### config.mk
export PLATFORM = sky130hd
export DESIGN_NAME = ise_front
export DESIGN_NICKNAME = d
export VERILOG_FILES = /design/src/design/ise_pkg.sv /design/src/design/ise_front.sv
export SDC_FILE = /design/constraint.sdc
export NUM_CORES = 1
export LEC_CHECK = 0
export ABC_AREA = 1
export BUFFER_PORTS_ARGS = -buffer_cell sky130_fd_sc_hd__buf_2
export CAP_MARGIN = 10
export CORE_AREA = 5 5 132 134
export DETAILED_ROUTE_END_ITERATION = 7
export DIE_AREA = 0 0 137 139
export PLACE_DENSITY_LB_ADDON = 0.05
export SLEW_MARGIN = 20
export SYNTH_ARGS = -nofsm -noshare
export SYNTH_HDL_FRONTEND = slang
export SYNTH_SLANG_ARGS = --single-unit
### constraint.sdc
create_clock -name vclk -period 7.79
set_clock_uncertainty 0.1 [all_clocks]
set_input_delay 0.3895 -clock vclk [all_inputs]
set_output_delay 0.3895 -clock vclk [all_outputs]
set_load 0.01 [all_outputs]
### src/design/ise_pkg.sv
// ise_pkg: shared types, constants and helpers of the independent set expander.
// No dependencies; used by every module of the block.
package ise_pkg;

    localparam int DEF_MAX_NODES = 64;
    localparam int ROW_W         = 64;
    localparam int NODE_W        = 6;
    localparam int COUNT_W       = 7;
    localparam int QUEUE_DEPTH   = 2;
    localparam int PADDR_W       = 3;
    localparam int PDATA_W       = 32;

    localparam logic [COUNT_W-1:0] NODE_COUNT_RESET = 7'd64;

    // paddr[2] selects the register slot; slot 0 is node_count
    localparam logic REG_NODE_COUNT = 1'b0;

    typedef enum logic [1:0] {
        KIND_LOAD   = 2'd0,
        KIND_START  = 2'd1,
        KIND_EXPAND = 2'd2,
        KIND_NONE   = 2'd3
    } item_kind_t;

    typedef enum logic {
        OP_LOAD = 1'b0,
        OP_ENUM = 1'b1
    } queue_op_t;

    // word: row contents for OP_LOAD, base set for OP_ENUM
    // pick: candidates already masked to the nodes in use
    typedef struct packed {
        queue_op_t          op;
        logic [NODE_W-1:0]  idx;
        logic [ROW_W-1:0]   word;
        logic [ROW_W-1:0]   pick;
    } queue_entry_t;

    typedef enum logic {
        BK_IDLE = 1'b0,
        BK_EMIT = 1'b1
    } back_state_t;

    function automatic logic [NODE_W-1:0] onehot_index(input logic [ROW_W-1:0] oh);
        logic [NODE_W-1:0] idx;
        idx = '0;
        for (int i = 0; i < ROW_W; i++)
        begin
            if (oh[i])
            begin
                idx = idx | NODE_W'(i);
            end
        end
        return idx;
    endfunction

endpackage

### src/design/ise_front.sv
// ise_front: accepts input items, drops those that give no work, and forms queue entries.
// Depends on ise_pkg.
module ise_front #(
    parameter int MAX_NODES = ise_pkg::DEF_MAX_NODES
) (
    input  logic [ise_pkg::COUNT_W-1:0] node_count,
    input  logic                        in_valid,
    output logic                        in_stall,
    input  logic [1:0]                  kind,
    input  logic [ise_pkg::NODE_W-1:0]  row_index,
    input  logic [ise_pkg::ROW_W-1:0]   row_bits,
    input  logic [ise_pkg::ROW_W-1:0]   set_bits,
    input  logic [ise_pkg::ROW_W-1:0]   cand_bits,
    input  logic                        q_full,
    output logic                        q_push,
    output ise_pkg::queue_entry_t       q_entry
);

    localparam logic [ise_pkg::COUNT_W-1:0] MaxCount = ise_pkg::COUNT_W'(MAX_NODES);

    logic [ise_pkg::COUNT_W-1:0] n_eff;
    logic [ise_pkg::ROW_W-1:0]   keep;
    logic                        useful;

    always_comb
    begin
        n_eff = (node_count > MaxCount) ? MaxCount : node_count;
        if (n_eff >= ise_pkg::COUNT_W'(ise_pkg::ROW_W))
        begin
            keep = '1;
        end
        else
        begin
            keep = (ise_pkg::ROW_W'(1) << n_eff[ise_pkg::NODE_W-1:0]) - ise_pkg::ROW_W'(1);
        end
    end

    always_comb
    begin
        q_entry.op   = ise_pkg::OP_ENUM;
        q_entry.idx  = row_index;
        q_entry.word = '0;
        q_entry.pick = '0;
        useful       = 1'b0;
        unique case (ise_pkg::item_kind_t'(kind))
            ise_pkg::KIND_LOAD:
            begin
                q_entry.op   = ise_pkg::OP_LOAD;
                q_entry.word = row_bits;
                useful       = ({1'b0, row_index} < MaxCount);
            end
            ise_pkg::KIND_START:
            begin
                q_entry.pick = keep;
                useful       = (keep != '0);
            end
            ise_pkg::KIND_EXPAND:
            begin
                q_entry.word = set_bits;
                q_entry.pick = cand_bits & keep;
                useful       = ((cand_bits & keep) != '0);
            end
            ise_pkg::KIND_NONE:
            begin
                useful = 1'b0;
            end
            default:
            begin
                useful = 1'b0;
            end
        endcase
    end

    assign in_stall = q_full;
    assign q_push   = in_valid && !q_full && useful;

endmodule

Word level (Yosys, flattened, before mapping)
Index checks and enable logic that the tools add are counted.
{ "word_totals": {"inputBits": 209, "wordCells": 20, "out_inout_bits": 137, "reg_bits": 0} }
{ "op_classes": {"bitwise_logic": 1, "n_eq_ne": 3, "magnitude_cmp": 2, "n_reduce_logical": 6, "shift": 1, "add_sub_neg": 1, "muxes": 6} }
{ "op_table": {"columns": ["op", "n"], "rows": [
  ["64-bit one-hot mux with 2 select lines", 2],
  ["64-bit nonzero test", 2],
  ["64-bit AND", 1],
  ["64-bit 2-to-1 mux", 1],
  ["1-bit by 6-bit << shifter with 64-bit output, first input constant", 1],
  ["64-bit by 2-bit subtractor with 64-bit output, second input constant", 1],
  ["7-bit greater-or-equal comparator, second input constant", 1],
  ["7-bit greater-than comparator, second input constant", 1],
  ["7-bit 2-to-1 mux", 1],
  ["2-bit == test, second input constant", 2],
  ["1-bit one-hot mux with 4 select lines", 1],
  ["2-bit by 1-bit == test with 1-bit output, second input constant", 1],
  ["1-bit logical AND", 2],
  ["2-bit zero test", 1],
  ["1-bit zero test", 1],
  ["1-bit 2-to-1 mux", 1]
]} }

Depth between registers and ports, before layout
{ "depth": {"word_depth": 9, "depth_mapped": 25} }

Worst setup path after synthesis
OpenSTA, ideal clock, no wires.
{ "synth_path": {"path_type": "input to output", "startpoint": "input port node_count[4] (netlist name)", "endpoint": "output port q_push", "path_slack_ns": 4.639, "t_arrival_ns": 2.662, "path_stages": 22, "required_time_ns": 7.300, "cell_sequence": "nor2_1 nand3_2 a21oi_2 nor2_1 nand2_1 ha_1 nand2_1 nor2_2 nand3_2 nor2_2 nand2_2 nor2_4 nand2_1 nand3_1 nand3_1 nand2_1 nor2_1 nand2_1 nor2_1 nand3_1 nand2_1 a21oi_1"} }
{ "synth_via": {"elab_chain_len": 9, "word_cells_on_any_way": 11, "cone_classes": "add/sub: 1; order compare: 2; shift: 1; mux: 3; bitwise: 1; reduce/logical: 3"} }
{ "synth_lines": {"columns": ["item", "line_no", "text"], "rows": [
  ["start, declared", "ise_front.sv:6", "input logic [ise_pkg::COUNT_W-1:0] node_count,"],
  ["7-bit greater-than comparator", "ise_front.sv:27", "n_eff = (node_count > MaxCount) ? MaxCount : node_count;"],
  ["7-bit 2-to-1 mux (*)", "ise_front.sv:27", null],
  ["1-bit by 6-bit << shifter with 64-bit output", "ise_front.sv:34", "keep = (ise_pkg::ROW_W'(1) << n_eff[ise_pkg::NODE_W-1:0]) - ise_pkg::ROW_W'(1);"],
  ["64-bit by 2-bit subtractor with 64-bit output", "ise_front.sv:34", null],
  ["64-bit 2-to-1 mux (*)", "ise_front.sv:28", "if (n_eff >= ise_pkg::COUNT_W'(ise_pkg::ROW_W))"],
  ["64-bit AND", "ise_front.sv:61", "useful = ((cand_bits & keep) != '0);"],
  ["64-bit nonzero test", "ise_front.sv:61", null],
  ["1-bit one-hot mux with 4 select lines (*)", "ise_front.sv:45", "unique case (ise_pkg::item_kind_t'(kind))"],
  ["1-bit logical AND (*)", "ise_front.sv:75", "assign q_push = in_valid && !q_full && useful;"],
  ["end, declared", "ise_front.sv:15", "output logic q_push,"]
]} }
Every way passes the cells marked *; elsewhere a longest branch is shown, timed or not.

Final worst setup path
{ "layout_path": {"startpoint": "input port node_count[6] (netlist name)", "endpoint": "output port q_push"} }
The elaborated chain is that of the path after synthesis.

==> out/qor.txt <==
Gr ovfl total - 0
Global-route wire length before repair - 49690 um
Synth top area share - 0.2347
Status - completed
Complex-gate fraction of the synthesized area - 0.2126
Dominant cell type by area after synthesis - nand2_1
DR pass1 iterations - 6
Die Wd - 137 um
Max Transition Viols Final - 0
CP required - 7.30 ns
DR DRC count - 0
Syn. warnings - 0
Post-Synth Adder-Cell Area - 0.01287
Routed wl met2 - 15780 um
Max IR drop VDD - 0.04546 mV
Die Ht - 139 um
Io pins - 346
Main combinational cell family by area after synthesis - simple AND/OR/NAND/NOR gates
Hold crit path type - in2out
Standby leakage power - 4.377 nW
DR WL met3 - 3198 um
Post-synthesis mux area share - 0
Antenna Nets Post-Route - 0
Worst slew pin tran - 0.7804 ns
Hold slack - 0.6790 ns
Critical-path top delay cell - buf_4
WHS Endpoint - q_entry[129]
Post-synthesis cell count - 1007
Relative max-transition margin - 0.4792
Synth unique cells - 33
Crit path launch type - input pin
Max incr delay on CP - 0.52 ns
WL/cell - 22.32 um
Simple-gate share of the synthesized area - 0.6423
Critical path fanouts, max - 62
Xor and xnor area share after synthesis - 0
Final setup viols - 0
Crit path time final - 4.878 ns
CP arrival - 4.39 ns
Initial antenna violation count - 5
Routability cong. - 1.086
HP Start - row_index[1]
Most frequent cells in the layout - 334 x buf_2, 304 x nand2_1, 165 x nand3_1, 116 x nor2_1, 94 x inv_1
Largest net degree at the start of global routing - 66
Number of sequential cells - 0
Area growth syn-to-layout - 36.00%
DR vias - 8098
Crit. End Element - primary output
Cell area after synthesis - 4862 um2
Wl on met1 - 13090 um
FP Rows - 47
Hold path depth - 0
Sequential cell area - 0 um2
Detail Placement HPWL - 29000 um
Leading cell type in the layout, fill and taps excluded - buf_2
# clk buffers - 0
Register area share after synthesis - 0
Synthesized Nets - 1221
Final Hold Viols - 0
Syn Area/Cell - 4.828 um2
Area of the multi-input gates - 4237 um2
Unrepaired setup endpoints after global routing - false
GRT Total Usage - 0.3388
Pwr dens - 76.21 nW/um2
Max-Cap Viols - 0
Post-CTS setup buffer count - 0
# port buffers - 334
CORE AREA - 16170 um2
Setup TNS - 0 ns
Top cells by area, synth - nand2_1 23%, nand3_1 17%, a22o_1 12%
Hold_buf cts - 0
Final nets - 1501
CTS resizes - 0
Share of post-route cells with drive strength above 1 - 0.2895
Kind of critical path - in2out
Crit-path most repeated cell - nand2_1
Starting Density - 0.3007
Period utilization - 0.6262
Total Wirelength - 33710 um
DR iter-0 viols - 615
Drt via density - 5.363
Vias in the first global route - 8047
Highest metal used - met5
Die ar. - 19040 um2
Filler cells - 1950
Max Fclk - 205.0 MHz
-- kinds of logic (layout without fill, tap and decap cells) --
family | count (synthesis) | in the layout
and+or+nand+nor | 689 | 689
AOI/OAI and AO/OA | 153 | 153
buffers and inverters | 160 | 438
adders and majority gates | 5 | 5
other | 0 | 5
-- power breakdown --
group | internal, W | leakage [nW] | switching (W)
sequential | 0 | 0 | 0
clock | 0.0000000000861 | 0.0000317 | 0
combinational | 0.000175 | 4.38 | 0.000329
total | 0.000175 | 4.38 | 0.000329
-- critical path: cells and delay by family --
kind / cells / cell delay (ns)
and+or+nand+nor: 19 / 2.38
buffers and inverters: 4 / 0.99
AOI/OAI and AO/OA: 2 / 0.43
adders and majority gates: 1 / 0.19
-- per-layer routing --
metal / vias up / track usage
met5: - / 0
met3: 70 / 0.07112
li1: 3936 / -
met2: 461 / 0.5745
met4: 4 / 0.1413
met1: 3627 / 0.4108
-- per-stage QoR --
step	std cells	total power [W]	utilization	cell area (um2)	setup slack, ns
floorplan	1007	0.0002890	-	4862	4.639
global placement	1505	0.0004990	0.4081	6600	2.877
detailed placement	1505	0.0004973	0.4081	6600	2.959
CTS	1505	0.0004999	0.4081	6600	2.938
global route	1506	0.0005518	0.4083	6603	2.451
finish	1510	0.0005039	0.4089	6613	2.912
-- cell type report --
type,instances,share of cell area
inverters,97,0.05506
repair buffers,341,0.2607
well taps,220,0.04163
diodes,5,0.001892
multi-input cells,847,0.6407
-- synth_stat cells, types with 3 or more instances --
master / n
a21oi_1: 69
a22o_1: 64
buf_1: 13
buf_2: 7
buf_4: 7
clkbuf_1: 35
ha_1: 5
inv_1: 94
nand2_1: 304
nand2_2: 3
nand3_1: 165
nand3_2: 6
nand3b_1: 8
nand4_1: 16
nor2_1: 116
nor2_2: 9
nor2_4: 4
nor3_1: 26
nor3b_1: 29
o211ai_1: 3
o21ai_0: 7
-- how the worst max path moves through the flow --
stage | start | to | slack, ns
detailed placement | node_count[6] | q_push | 2.96
finish | node_count[6] | q_push | 2.91
floorplan | node_count[4] | q_push | 4.64
CTS | node_count[6] | q_push | 2.94
global placement | node_count[6] | q_push | 2.88
global route | node_count[4] | q_push | 2.45
No activity file was read; power rests on OpenSTA's default activity.
