`config.mk`:
```
export PLATFORM = sky130hd
export DESIGN_NAME = ise_queue
export DESIGN_NICKNAME = d
export VERILOG_FILES = /design/src/design/ise_pkg.sv /design/src/design/ise_queue.sv
export SDC_FILE = /design/constraint.sdc
export NUM_CORES = 1
export LEC_CHECK = 0
export BUFFER_PORTS_ARGS = -buffer_cell sky130_fd_sc_hd__buf_2
export CORE_MARGIN = 4
export CORE_UTILIZATION = 44
export DETAILED_ROUTE_END_ITERATION = 10
export GPL_TIMING_DRIVEN = 0
export HOLD_SLACK_MARGIN = 0.06
export PLACE_DENSITY = 0.65
export REMOVE_ABC_BUFFERS = 1
export SLEW_MARGIN = 0
export SYNTH_ARGS = -nofsm -noshare
export SYNTH_HDL_FRONTEND = slang
export SYNTH_SLANG_ARGS = --single-unit
```
`constraint.sdc`:
```
create_clock -name clk -period 13.8 [get_ports clk]
set_input_delay 2.76 -clock clk [delete_from_list [all_inputs] [get_ports clk]]
set_output_delay 2.76 -clock clk [all_outputs]
set_load 0.02 [all_outputs]
```
`src/design/ise_pkg.sv`:
```
// ise_pkg: shared types, constants and helpers of the independent set expander.
// No dependencies; used by every module of the block.
package ise_pkg;

    localparam int DEF_MAX_NODES = 64;
    localparam int ROW_W         = 64;
    localparam int NODE_W        = 6;
    localparam int COUNT_W       = 7;
    localparam int QUEUE_DEPTH   = 2;
    localparam int PADDR_W       = 3;
    localparam int PDATA_W       = 32;

    localparam logic [COUNT_W-1:0] NODE_COUNT_RESET = 7'd64;

    // paddr[2] selects the register slot; slot 0 is node_count
    localparam logic REG_NODE_COUNT = 1'b0;

    typedef enum logic [1:0] {
        KIND_LOAD   = 2'd0,
        KIND_START  = 2'd1,
        KIND_EXPAND = 2'd2,
        KIND_NONE   = 2'd3
    } item_kind_t;

    typedef enum logic {
        OP_LOAD = 1'b0,
        OP_ENUM = 1'b1
    } queue_op_t;

    // word: row contents for OP_LOAD, base set for OP_ENUM
    // pick: candidates already masked to the nodes in use
    typedef struct packed {
        queue_op_t          op;
        logic [NODE_W-1:0]  idx;
        logic [ROW_W-1:0]   word;
        logic [ROW_W-1:0]   pick;
    } queue_entry_t;

    typedef enum logic {
        BK_IDLE = 1'b0,
        BK_EMIT = 1'b1
    } back_state_t;

    function automatic logic [NODE_W-1:0] onehot_index(input logic [ROW_W-1:0] oh);
        logic [NODE_W-1:0] idx;
        idx = '0;
        for (int i = 0; i < ROW_W; i++)
        begin
            if (oh[i])
            begin
                idx = idx | NODE_W'(i);
            end
        end
        return idx;
    endfunction

endpackage

```
`src/design/ise_queue.sv`:
```
// ise_queue: short FIFO of work entries between front and back.
// Depends on ise_pkg.
module ise_queue (
    input  logic                  clk,
    input  logic                  rst_n,
    input  logic                  push,
    input  ise_pkg::queue_entry_t push_entry,
    output logic                  full,
    input  logic                  pop,
    output logic                  valid,
    output ise_pkg::queue_entry_t head
);

    localparam int Depth = ise_pkg::QUEUE_DEPTH;
    localparam int PtrW  = (Depth > 1) ? $clog2(Depth) : 1;
    localparam int CntW  = $clog2(Depth + 1);

    ise_pkg::queue_entry_t slots_reg [Depth];
    logic [PtrW-1:0] wr_ptr_reg, wr_ptr_next;
    logic [PtrW-1:0] rd_ptr_reg, rd_ptr_next;
    logic [CntW-1:0] count_reg, count_next;
    logic            do_push, do_pop;

    assign full    = (count_reg == CntW'(Depth));
    assign valid   = (count_reg != '0);
    assign head    = slots_reg[rd_ptr_reg];
    assign do_push = push && !full;
    assign do_pop  = pop && valid;

    always_comb
    begin
        wr_ptr_next = wr_ptr_reg;
        rd_ptr_next = rd_ptr_reg;
        count_next  = count_reg;
        if (do_push)
        begin
            wr_ptr_next = (wr_ptr_reg == PtrW'(Depth - 1)) ? '0 : wr_ptr_reg + PtrW'(1);
        end
        if (do_pop)
        begin
            rd_ptr_next = (rd_ptr_reg == PtrW'(Depth - 1)) ? '0 : rd_ptr_reg + PtrW'(1);
        end
        if (do_push && !do_pop)
        begin
            count_next = count_reg + CntW'(1);
        end
        else if (do_pop && !do_push)
        begin
            count_next = count_reg - CntW'(1);
        end
    end

    always_ff @(posedge clk or negedge rst_n)
    begin
        if (!rst_n)
        begin
            wr_ptr_reg <= '0;
            rd_ptr_reg <= '0;
            count_reg  <= '0;
        end
        else
        begin
            wr_ptr_reg <= wr_ptr_next;
            rd_ptr_reg <= rd_ptr_next;
            count_reg  <= count_next;
        end
    end

    always_ff @(posedge clk)
    begin
        if (do_push)
        begin
            slots_reg[wr_ptr_reg] <= push_entry;
        end
    end

endmodule

```
-- Yosys cells after proc, flatten, opt, wreduce, memory -nomap -nowiden
Memories as Yosys holds them, arrays and structs flattened.
Index checks and enable logic that the tools add are counted.
- register bits: 4
- memory bits (writable): 270
- input bits: 139
- output and inout bits: 137
- logic and storage cells: 24
- memories kept: 1
- add/subtract/negate cells: 4
- equality and inequality tests: 1
- multiplexer cells: 6
- reductions and logical operators: 9
- memory list (name ; depth ; bits a word ; rd ports ; clocked after Yosys merged registers in ; write ports ; RTL line ; source):
    slots_reg ; 2 ; 135 ; 1 ; 0 ; 1 ; ise_queue.sv:18 ; ise_pkg::queue_entry_t slots_reg [Depth];
- operators by type and width (cell ; number):
    logical AND 1 bit ; 4
    two-way mux 1 bit ; 4
    two-way mux 2 bit ; 2
    nonzero test 2 bit ; 2
    zero test 1 bit ; 3
    adder 1 bit, second input constant ; 2
    adder 2 x 1 -> 2 bit, second input constant ; 1
    equality test 2 bit, second input constant ; 1
    subtractor 2 x 1 -> 2 bit, second input constant ; 1

-- Depth between registers and ports, before layout
Gate-level depths: netlist (run 1).
- depth after elaboration: 7
- mapped depth: 7
- mapped depth without buffers: 7

-- Worst setup path before layout (run 1)
Ideal clock, no wire load.
- path type: input -> register
- start: input port push
- end: memory slots_reg[0][0] (netlist name), enable pin
- library setup time: 631 ps
- arrival: 8457 ps
- data required time: 13169 ps
- path slack: 4713 ps
- stages on the path: 2
- buffers on the path: 0
- cells stage by stage: nand2_1 > nor2_1
- word-level cells in the longest chain between the ends: 3
- ends and longest elaborated chain (element ; RTL line ; source):
    start, declared ; ise_queue.sv:6 ; input logic push,
    logical AND 1 bit ; ise_queue.sv:27 ; assign do_push = push && !full;
    two-way mux 1 bit ; ise_queue.sv:71 ; if (do_push)
    two-way mux 1 bit (not written as such) ; ise_queue.sv:73 ; slots_reg[wr_ptr_reg] <= push_entry;
    end, declared ; ise_queue.sv:18 ;
No other way between the ends.

==> results of run 1 <==
how the worst min path moves through the flow:
stage | cells after the start | slack, ns | from | endpoint
finish | 1 | 0.50 | count_reg[1] | count_reg[1]
global route | 1 | 0.53 | count_reg[1] | count_reg[1]
CTS | 1 | 0.51 | count_reg[1] | count_reg[1]
detailed placement | 1 | 0.49 | count_reg[1] | count_reg[1]
global placement | 1 | 0.47 | wr_ptr_reg | wr_ptr_reg
floorplan | 1 | 0.46 | count_reg[1] | count_reg[1]
cell usage after synthesis, drive strengths merged:
cell type	n	area [um2]
xnor2	3	26.28
nor2	2	7.510
and3	1	6.260
xor2	2	17.52
or2	1	6.260
dfrtp	4	100.1
edfxtp	270	8108
buf	15	112.6
mux2	135	1670
ha	1	12.51
nand2	2	7.510
inv	2	7.510
nand2b	1	6.260
logic make-up (layout without fill, tap and decap cells):
| group | Yosys count | after routing | share of synthesized area (%) |
|---|---|---|---|
| buffers and inverters | 17 | 338 | 1.191 |
| DFF | 274 | 274 | 81.36 |
| and+or+nand+nor | 7 | 7 | 0.3350 |
| xor gates and xnor gates | 5 | 5 | 0.4342 |
| adders and majority gates | 1 | 1 | 0.1240 |
| other | 0 | 1 | 0 |
| muxes | 135 | 135 | 16.56 |
cell type report:
type | instances | area (um2)
Inverter | 2 | 7.507
Timing Repair Buffer | 283 | 1567
Tap cell | 285 | 356.6
Clock buffer | 32 | 737.0
Fill cell | 1756 | 9648
Antenna cell | 1 | 2.502
Sequential cell | 274 | 8212
Multi-Input combinational cell | 148 | 1773
Clock inverter | 21 | 269.0
worst max-delay path: stages, from the launching register on:
cell	delay, ns
dfrtp_4	0.65
buf_16	0.33
mux2_2	0.39
buf_2	0.17
power breakdown:
| part | switching (mW) | internal [mW] |
|---|---|---|
| registers | 0.0565 | 1.14 |
| logic | 0.565 | 0.403 |
| clock network | 0.295 | 0.511 |
through the flow:
step	util (%)	hold WS (ns)
2_1_floorplan	-	0.4559
3_3_place_gp	51.87	0.4747
3_5_place_dp	52.79	0.4896
4_1_cts	57.25	0.5052
5_1_grt	57.26	0.5275
6_report	57.26	0.5039
metal layers:
metal  wire length [um]  vias up  GRT usage, %
met5                 20        -             0
met4                454        4         4.615
met3               1720       40         5.540
met2               9561      189         24.68
met1               7320     2506         17.10
li1                   -     2356             -
==> results.toml, run 1 <==
[status]
status = "completed"

[worst_hold_path]
hp-class = "reg2reg"

[placed_design]
placed_cell_area_um2 = 11920
gp_congestion = 0.7300
hpwl_mm = 12.87
dpl_worst_slack_ns = 9.242
port_buffers = 275
dp.cells = 992

[floorplanning]
num_rows = 55
io_pins = 276
coreArea_um2 = 22570
die_w_um = 159.4
die_height_um = 159.4
die-area_um2 = 25410
initial_core_util_pct = 44.70

[yosys]
synth.distinct_cells = 15
synth-seq-cells = 274
ys_seq_area_share_pct = 81.36
netlist_area_um2 = 10090
ys_warn_count = 0
synth_area_per_cell_um2 = 22.98
synth_cells = 439

[route]
drt-initial-drc-count = 260
ant_nets = 0
avgRoutedWirePerCell_um = 18.24
via_count = 5095
firstDrtPassIters = 4
vias_per_cell = 4.871
wl_mm = 19.08
drc = 0

[setup_path]
reg2regPathDepth = 5
crit_required_ns = 11.04
critical_path_class = "reg2out"
reg2reg_to = "slots_reg[0][64]"
endpoint = "head[13]"
cp-startpoint = "rd_ptr_reg"
worstPathArrival_ns = 2.16
start_kind = "flip-flop"
r2r_start = "count_reg[0]"
end_kind = "output pin"
cp_max_fo = 62
ff2ff_setup_slack_ns = 11.54

[sta]
finalSetupViolations = 0
fin_skew_ns = 0.009392
final_max_slew_viol_count = 0
setup_ws_ns = 8.881
max_freq_ghz = 0.2033
setup_tns_ns = 0
slew_headroom_pct = 44.74
hold_violations = 0
timing.final.crit_share_pct = 35.65
period_needed_ns = 4.919
worstMarginPinSlew_ns = 0.8269
rsz0062_at_grt = "no"

[power]
finalPower_mw = 2.968
leakage_nw = 4.971
vdd_ir_drop_max_v = 0.0001604
power.density_nw_per_um2 = 229.6

[layout]
largest_reg_flops = 270
nets = 878
mostFrequentLayoutCells = "buf_2, edfxtp_1, mux2_2"
drive_gt1_share_pct = 60.92
final_area_um2 = 12920
syn_to_final_growth_pct = 28.10
fin_cells = 1046
mostFrequentLayoutCell = "buf_2"

[run]
drv_cap = 0

[cts]
cts_tree = "built"
path_clk_slew_ns = 0.06
clk_path_buf_depth = 3
postCtsSetupBuffers = 0
ctsResizeCount = 0
cts-root-buf = "clkbuf_16"
worstSkewPairLatency_ns = 0.52
hold_buffers = 0
cts_buffers = 29
cts_sinks = 274
cts_max_level = 1

[grt]
grt_overflow = 0
grt_max_degree = 68
track_usage_pct = 14.49
grt_pass1_wl_mm = 30.09
grt_pass1_vias = 5622
antenna_found_initial = 3
Power figures use the tool's default switching activity.
==> run 2: changes to the inputs <==
--- a/config.mk
+++ b/config.mk
@@ -5,13 +5,14 @@
 export SDC_FILE = /design/constraint.sdc
 export NUM_CORES = 1
 export LEC_CHECK = 0
+export ABC_AREA = 1
 export BUFFER_PORTS_ARGS = -buffer_cell sky130_fd_sc_hd__buf_2
 export CORE_MARGIN = 4
 export CORE_UTILIZATION = 44
 export DETAILED_ROUTE_END_ITERATION = 10
 export GPL_TIMING_DRIVEN = 0
 export HOLD_SLACK_MARGIN = 0.06
-export PLACE_DENSITY = 0.65
+export PLACE_DENSITY = 0.68
 export REMOVE_ABC_BUFFERS = 1
 export SLEW_MARGIN = 0
 export SYNTH_ARGS = -nofsm -noshare
==> constraint.sdc (replaced) <==
create_clock -name clk -period 4.15 [get_ports clk]
set_input_delay 0.83 -clock clk [delete_from_list [all_inputs] [get_ports clk]]
set_output_delay 0.83 -clock clk [all_outputs]
set_load 0.02 [all_outputs]
==> run 2 against run 1 <==
Effect of this change: routed wire length grew 11%; sequential cell count unchanged; via count rose by 22%; area after synthesis fell by 0.84%; critical path depth up 3; critical endpoint is now head[127].
==> results.toml, run 2 <==
[layout]
nets = 1159
mostFrequentLayoutCells = "nand2_1, buf_2, edfxtp_1"
mostFrequentLayoutCell = "nand2_1"
fin_cells = 1321
largest_reg_flops = 270
post-route-util_pct = 57.65
final_area_um2 = 12740
syn_to_final_growth_pct = 27.33
drive_gt1_share_pct = 31.50
fillerInstances = 1799

[power]
p_switching_mw = 3.576
combPwrFrac_pct = 33.1
power.density_nw_per_um2 = 778.5
seqPwrFrac_pct = 40.6
vdd_ir_drop_max_v = 0.0004443
p_sw_share_pct = 36.06
internal-power_mw = 6.340
p_clk_share_pct = 26.3
leakage_nw = 5.493

[cts]
cts-root-buf = "clkbuf_16"
clk_path_buf_depth = 3
cts_tree = "built"
postCtsSetupBuffers = 0
path_clk_slew_ns = 0.06
cts_max_level = 1
ctsResizeCount = 0
cts_buffers = 28
hold_buffers = 0
worstSkewPairLatency_ns = 0.54
cts_sinks = 274

[floorplanning]
num_rows = 54
die-area_um2 = 25210
die_height_um = 158.8
die_w_um = 158.8
initial_core_util_pct = 45.28
coreArea_um2 = 22090
io_pins = 276

[sta]
slew_headroom_pct = 39.25
timing.final.crit_share_pct = 88.84
finalSetupViolations = 0
holdWs_ns = 0.08401
final_max_slew_viol_count = 0
hold_violations = 0
fin_skew_ns = 0.02905
rsz0062_at_grt = "no"
worstMarginPinSlew_ns = 0.9112
period_needed_ns = 3.687
max_freq_ghz = 0.2712

[yosys]
synth.most_common_cell = "nand2_1"
synth.distinct_cells = 15
synth_flop_cell = "edfxtp_1"
synth_edf_count = 270
synth-seq-cells = 274
synth-simple-area-share_pct = 15.88
synth.area.mux_share_pct = 0
yosysTopAreaCell = "edfxtp_1"
async_reset_ff_share_pct = 1.460
yosys.area_share.adder_pct = 0.1251
synth.top_cells.by_count = "nand2_1, edfxtp_1, buf_2, clkbuf_1, inv_1"
netlist_area_um2 = 10000
ys_seq_area_share_pct = 82.05
synth_top_family_by_area = "simple AND/OR/NAND/NOR gates"
yosys-top-cells-area = "edfxtp_1, nand2_1, dfrtp_1"
yosys.area.top_type_share_pct = 81.05
ys_warn_count = 0
synth_area_per_cell_um2 = 13.59
synth-compound-area-share_pct = 0.05003
synth_xor_area_share_pct = 0.08755
synth_cells = 736

[route]
via_count = 6221
ant_nets = 0
wl_mm = 21.20
avgRoutedWirePerCell_um = 16.05
vias_per_cell = 4.709
drt-initial-drc-count = 322
firstDrtPassIters = 4
drc = 0

[grt]
grt_overflow = 0
track_usage_pct = 16.26
grt_pass1_vias = 6278
antenna_found_initial = 7
grt_max_degree = 102
grt_pass1_wl_mm = 33.13

[placed_design]
hpwl_mm = 13.53
port_buffers = 275
dp.cells = 1269
gp_congestion = 0.7282
placed_cell_area_um2 = 11760

[setup_path]
end_kind = "output pin"
reg2regPathDepth = 5
critPathBufInv = 4
worstPathArrival_ns = 2.86
start_kind = "flip-flop"
slowest_delay_ns = 0.79
cp_top_family = "buffers and inverters"
cp_num_cells = 6
r2r_start = "rd_ptr_reg"
endpoint = "head[127]"
crit_slowest_cell = "dfrtp_4"
critical_path_class = "reg2out"
cp-startpoint = "rd_ptr_reg"
ff2ff_setup_slack_ns = 1.88
reg2reg_to = "rd_ptr_reg"
path_cells = "buf_16 > inv_6 > buf_16 > nand2_1 > nand2_1 > buf_2"
cp_max_fo = 101
crit_required_ns = 3.32

[worst_hold_path]
hp-class = "in2async"

[status]
status = "completed"

[run]
drv_cap = 0
run 2: cell types whose count changed in the layout (fill, tap and decap cells not counted), sizes merged, moves of 2 or more:
cell / previous run / this run
nand2: 2 / 416
mux2: 135 / 0
inv: 2 / 8
clkinv: 14 / 9
clkbuf: 32 / 34
diode: 1 / 3
nand3: 0 / 2
xnor2: 3 / 1
xor2: 2 / 0
run 2: worst min path at each step:
stage	slack (ns)	to	from
floorplan	0.44	count_reg[1]	count_reg[1]
global placement	0.46	count_reg[1]	count_reg[1]
detailed placement	0.46	count_reg[1]	count_reg[1]
CTS	0.07	rd_ptr_reg	rst_n
global route	0.07	wr_ptr_reg	rst_n
finish	0.08	wr_ptr_reg	rst_n
run 2: kinds of logic after synthesis:
kind of cell               count (synthesis)
and+or+nand+nor                          422
xor gates and xnor gates                   1
buffers and inverters                     37
DFF                                      274
AOI/OAI and AO/OA                          1
adders and majority gates                  1
run 2: power by group through the flow:
stage / sequential [mW] / clock, mW / combinational (mW)
floorplan: 4.16 / 0 / 2.03
global placement: 4.30 / 0 / 3.24
detailed placement: 4.08 / 0 / 3.36
CTS: 4.03 / 2.66 / 3.38
global route: 4.08 / 2.79 / 3.62
finish: 4.02 / 2.61 / 3.29
run 2: metal layers:
metal  routed length [um]  global-route usage [%]  vias up
met2                10560                   28.14      212
met1                 8255                   19.51     2896
met5                   46                       0        -
li1                     -                       -     3054
met4                  726                   5.010        8
met3                 1612                   5.314       51
run 2: cell type report:
| cell class | instances | area (um2) | share of cell area (%) |
|---|---|---|---|
| clock buffer | 34 | 733.2 | 5.756 |
| multi-input combinational | 425 | 1623 | 12.74 |
| inverter | 8 | 40.04 | 0.3143 |
| timing repair buffer | 282 | 1539 | 12.08 |
| clock inverter | 15 | 232.7 | 1.827 |
| tap | 280 | 350.3 | 2.750 |
| antenna | 3 | 7.507 | 0.05894 |
| sequential | 274 | 8212 | 64.47 |
run 2: through the flow:
stage | setup TNS, ns | worst slack [ns] | total power, mW
2_1_floorplan | -525.83 | -3.023 | 6.196
3_3_place_gp | -1747.80 | -6.502 | 7.536
3_5_place_dp | 0 | 0.9845 | 7.446
4_1_cts | 0 | 0.4006 | 10.06
5_1_grt | 0 | 0.2480 | 10.49
6_report | 0 | 0.4632 | 9.916
run 2: worst register-to-register path: cells and delay by family, from the launching register on:
| family | cells | cell delay, ns |
|---|---|---|
| buf+inv | 3 | 0.84 |
| flops | 1 | 1.00 |
| simple gates | 2 | 0.33 |
==> run 3: changes to the inputs <==
--- a/config.mk
+++ b/config.mk
@@ -13,6 +13,7 @@
 export GPL_TIMING_DRIVEN = 0
 export HOLD_SLACK_MARGIN = 0.06
 export PLACE_DENSITY = 0.68
+export RECOVER_POWER = 50
 export REMOVE_ABC_BUFFERS = 1
 export SLEW_MARGIN = 0
 export SYNTH_ARGS = -nofsm -noshare
==> run 3 against run 2 <==
Effect of this change: the flow now finishes with violations (max-capacitance violations, max-slew violations); global-route usage did not move; worst setup slack got worse by 0.0014 ns; power barely moved; hold slack improved by 0.033 ns; sequential cell count did not move; utilization fell by 0.36 points; register-to-register slack got worse by 0.85 ns; final cell count barely moved; routed wire length fell by 0.13%; non-clock buffer count did not move; first-iteration DRC count did not move; sequential power barely moved; largest power group unchanged.
==> results.toml, run 3 (synthesis results as in run 2) <==
[floorplanning]
initial_core_util_pct = 45.28
coreArea_um2 = 22090
die_w_um = 158.8
die-area_um2 = 25210
die_height_um = 158.8
io_pins = 276
num_rows = 54

[sta]
setup_tns_ns = 0
rsz0062_at_grt = "no"
period_needed_ns = 3.688
worstMarginPinSlew_ns = 2.175
fin_skew_ns = 0.02711
holdWs_ns = 0.1169
finalSetupViolations = 0
slew_headroom_pct = -45.56
max_freq_ghz = 0.2711
hold_violations = 0
final_max_slew_viol_count = 20
timing.final.crit_share_pct = 88.87

[setup_path]
worstPathArrival_ns = 2.86
slowest_delay_ns = 0.79
reg2reg_to = "slots_reg[1][80]"
end_kind = "output pin"
crit_slowest_cell = "dfrtp_4"
r2r_start = "count_reg[1]"
reg2regPathDepth = 5
cp_max_fo = 101
path_cells = "buf_16 > inv_6 > buf_16 > nand2_1 > nand2_1 > buf_2"
crit_required_ns = 3.32
start_kind = "flip-flop"
ff2ff_setup_slack_ns = 1.03
critical_path_class = "reg2out"

[route]
vias_per_cell = 4.689
drt-initial-drc-count = 322
firstDrtPassIters = 4
ant_nets = 0
wl_mm = 21.17
via_count = 6189
avgRoutedWirePerCell_um = 16.04
drc = 0

[grt]
antenna_found_initial = 5
grt_pass1_vias = 6278
track_usage_pct = 16.26
grt_max_degree = 102
grt_overflow = 0
grt_pass1_wl_mm = 33.13

[cts]
cts_sinks = 274
postCtsSetupBuffers = 0
cts_tree = "built"
worstSkewPairLatency_ns = 0.54
clk_path_buf_depth = 3
path_clk_slew_ns = 0.06
cts_max_level = 1
ctsResizeCount = 0
cts-root-buf = "clkbuf_16"
cts_buffers = 28
hold_buffers = 0

[layout]
syn_to_final_growth_pct = 26.54
mostFrequentLayoutCell = "nand2_1"
post-route-util_pct = 57.29
final_area_um2 = 12660
mostFrequentLayoutCells = "nand2_1, edfxtp_1, buf_2"
drive_gt1_share_pct = 26.20
nets = 1159
largest_reg_flops = 270
fin_cells = 1320

[power]
leakage_nw = 5.339
vdd_ir_drop_max_v = 0.0004330
power.density_nw_per_um2 = 783.3

[worst_hold_path]
hp-class = "in2async"

[status]
status = "finished with violations"
violations = "max-capacitance violations, max-slew violations"

[placed_design]
dp.cells = 1269
gp_congestion = 0.7282
hpwl_mm = 13.53
placed_cell_area_um2 = 11760
port_buffers = 275

[run]
drv_cap = 2
## run 3: how the worst max path moves through the flow
stage | from | end | slack [ns] | cells after the start
6_report | rd_ptr_reg | head[127] | 0.46 | 6
3_3_place_gp | push | slots_reg[1][133] | -6.50 | 3
4_1_cts | rd_ptr_reg | head[127] | 0.40 | 6
5_1_grt | rd_ptr_reg | head[87] | 0.25 | 6
3_5_place_dp | rd_ptr_reg | head[69] | 0.98 | 6
2_1_floorplan | push | slots_reg[1][0] | -3.02 | 2
## run 3: per-stage QoR
step | setup slack, ns | total power, mW
floorplan | -3.023 | 6.196
global placement | -6.502 | 7.536
detailed placement | 0.9845 | 7.446
CTS | 0.4006 | 10.06
global route | 0.2480 | 10.50
finish | 0.4618 | 9.915
## run 3: routing by layer
metal  share of wire [%]  vias to the layer above  GRT usage, %
li1                    -                     3053             -
met1                  39                     2870         19.51
met2                  50                      213         28.14
met3                 7.7                       47         5.314
met4                 3.3                        6         5.010
met5                0.22                        -             0
## run 3: power breakdown
| part | switching (mW) | internal, mW | leakage (nW) |
|---|---|---|---|
| sequential | 0.255 | 3.78 | 2.56 |
| clock | 0.980 | 1.62 | 0.474 |
| combinational | 2.34 | 0.943 | 2.31 |
## run 3: area by class of cell
type,count,area (um2)
Tap cell,280,350.3
Timing Repair Buffer,282,1471
Clock inverter,15,232.7
Inverter,8,38.79
Clock buffer,34,733.2
Fill cell,1827,9435
Sequential cell,274,8212
Multi-Input combinational cell,425,1615
Antenna cell,2,5.005
## run 3: worst max-delay path, delay by kind of cell (launching register included)
kind	cells	cell delay (ns)
DFF	1	0.79
and+or+nand+nor	2	0.20
buffers and inverters	4	1.20
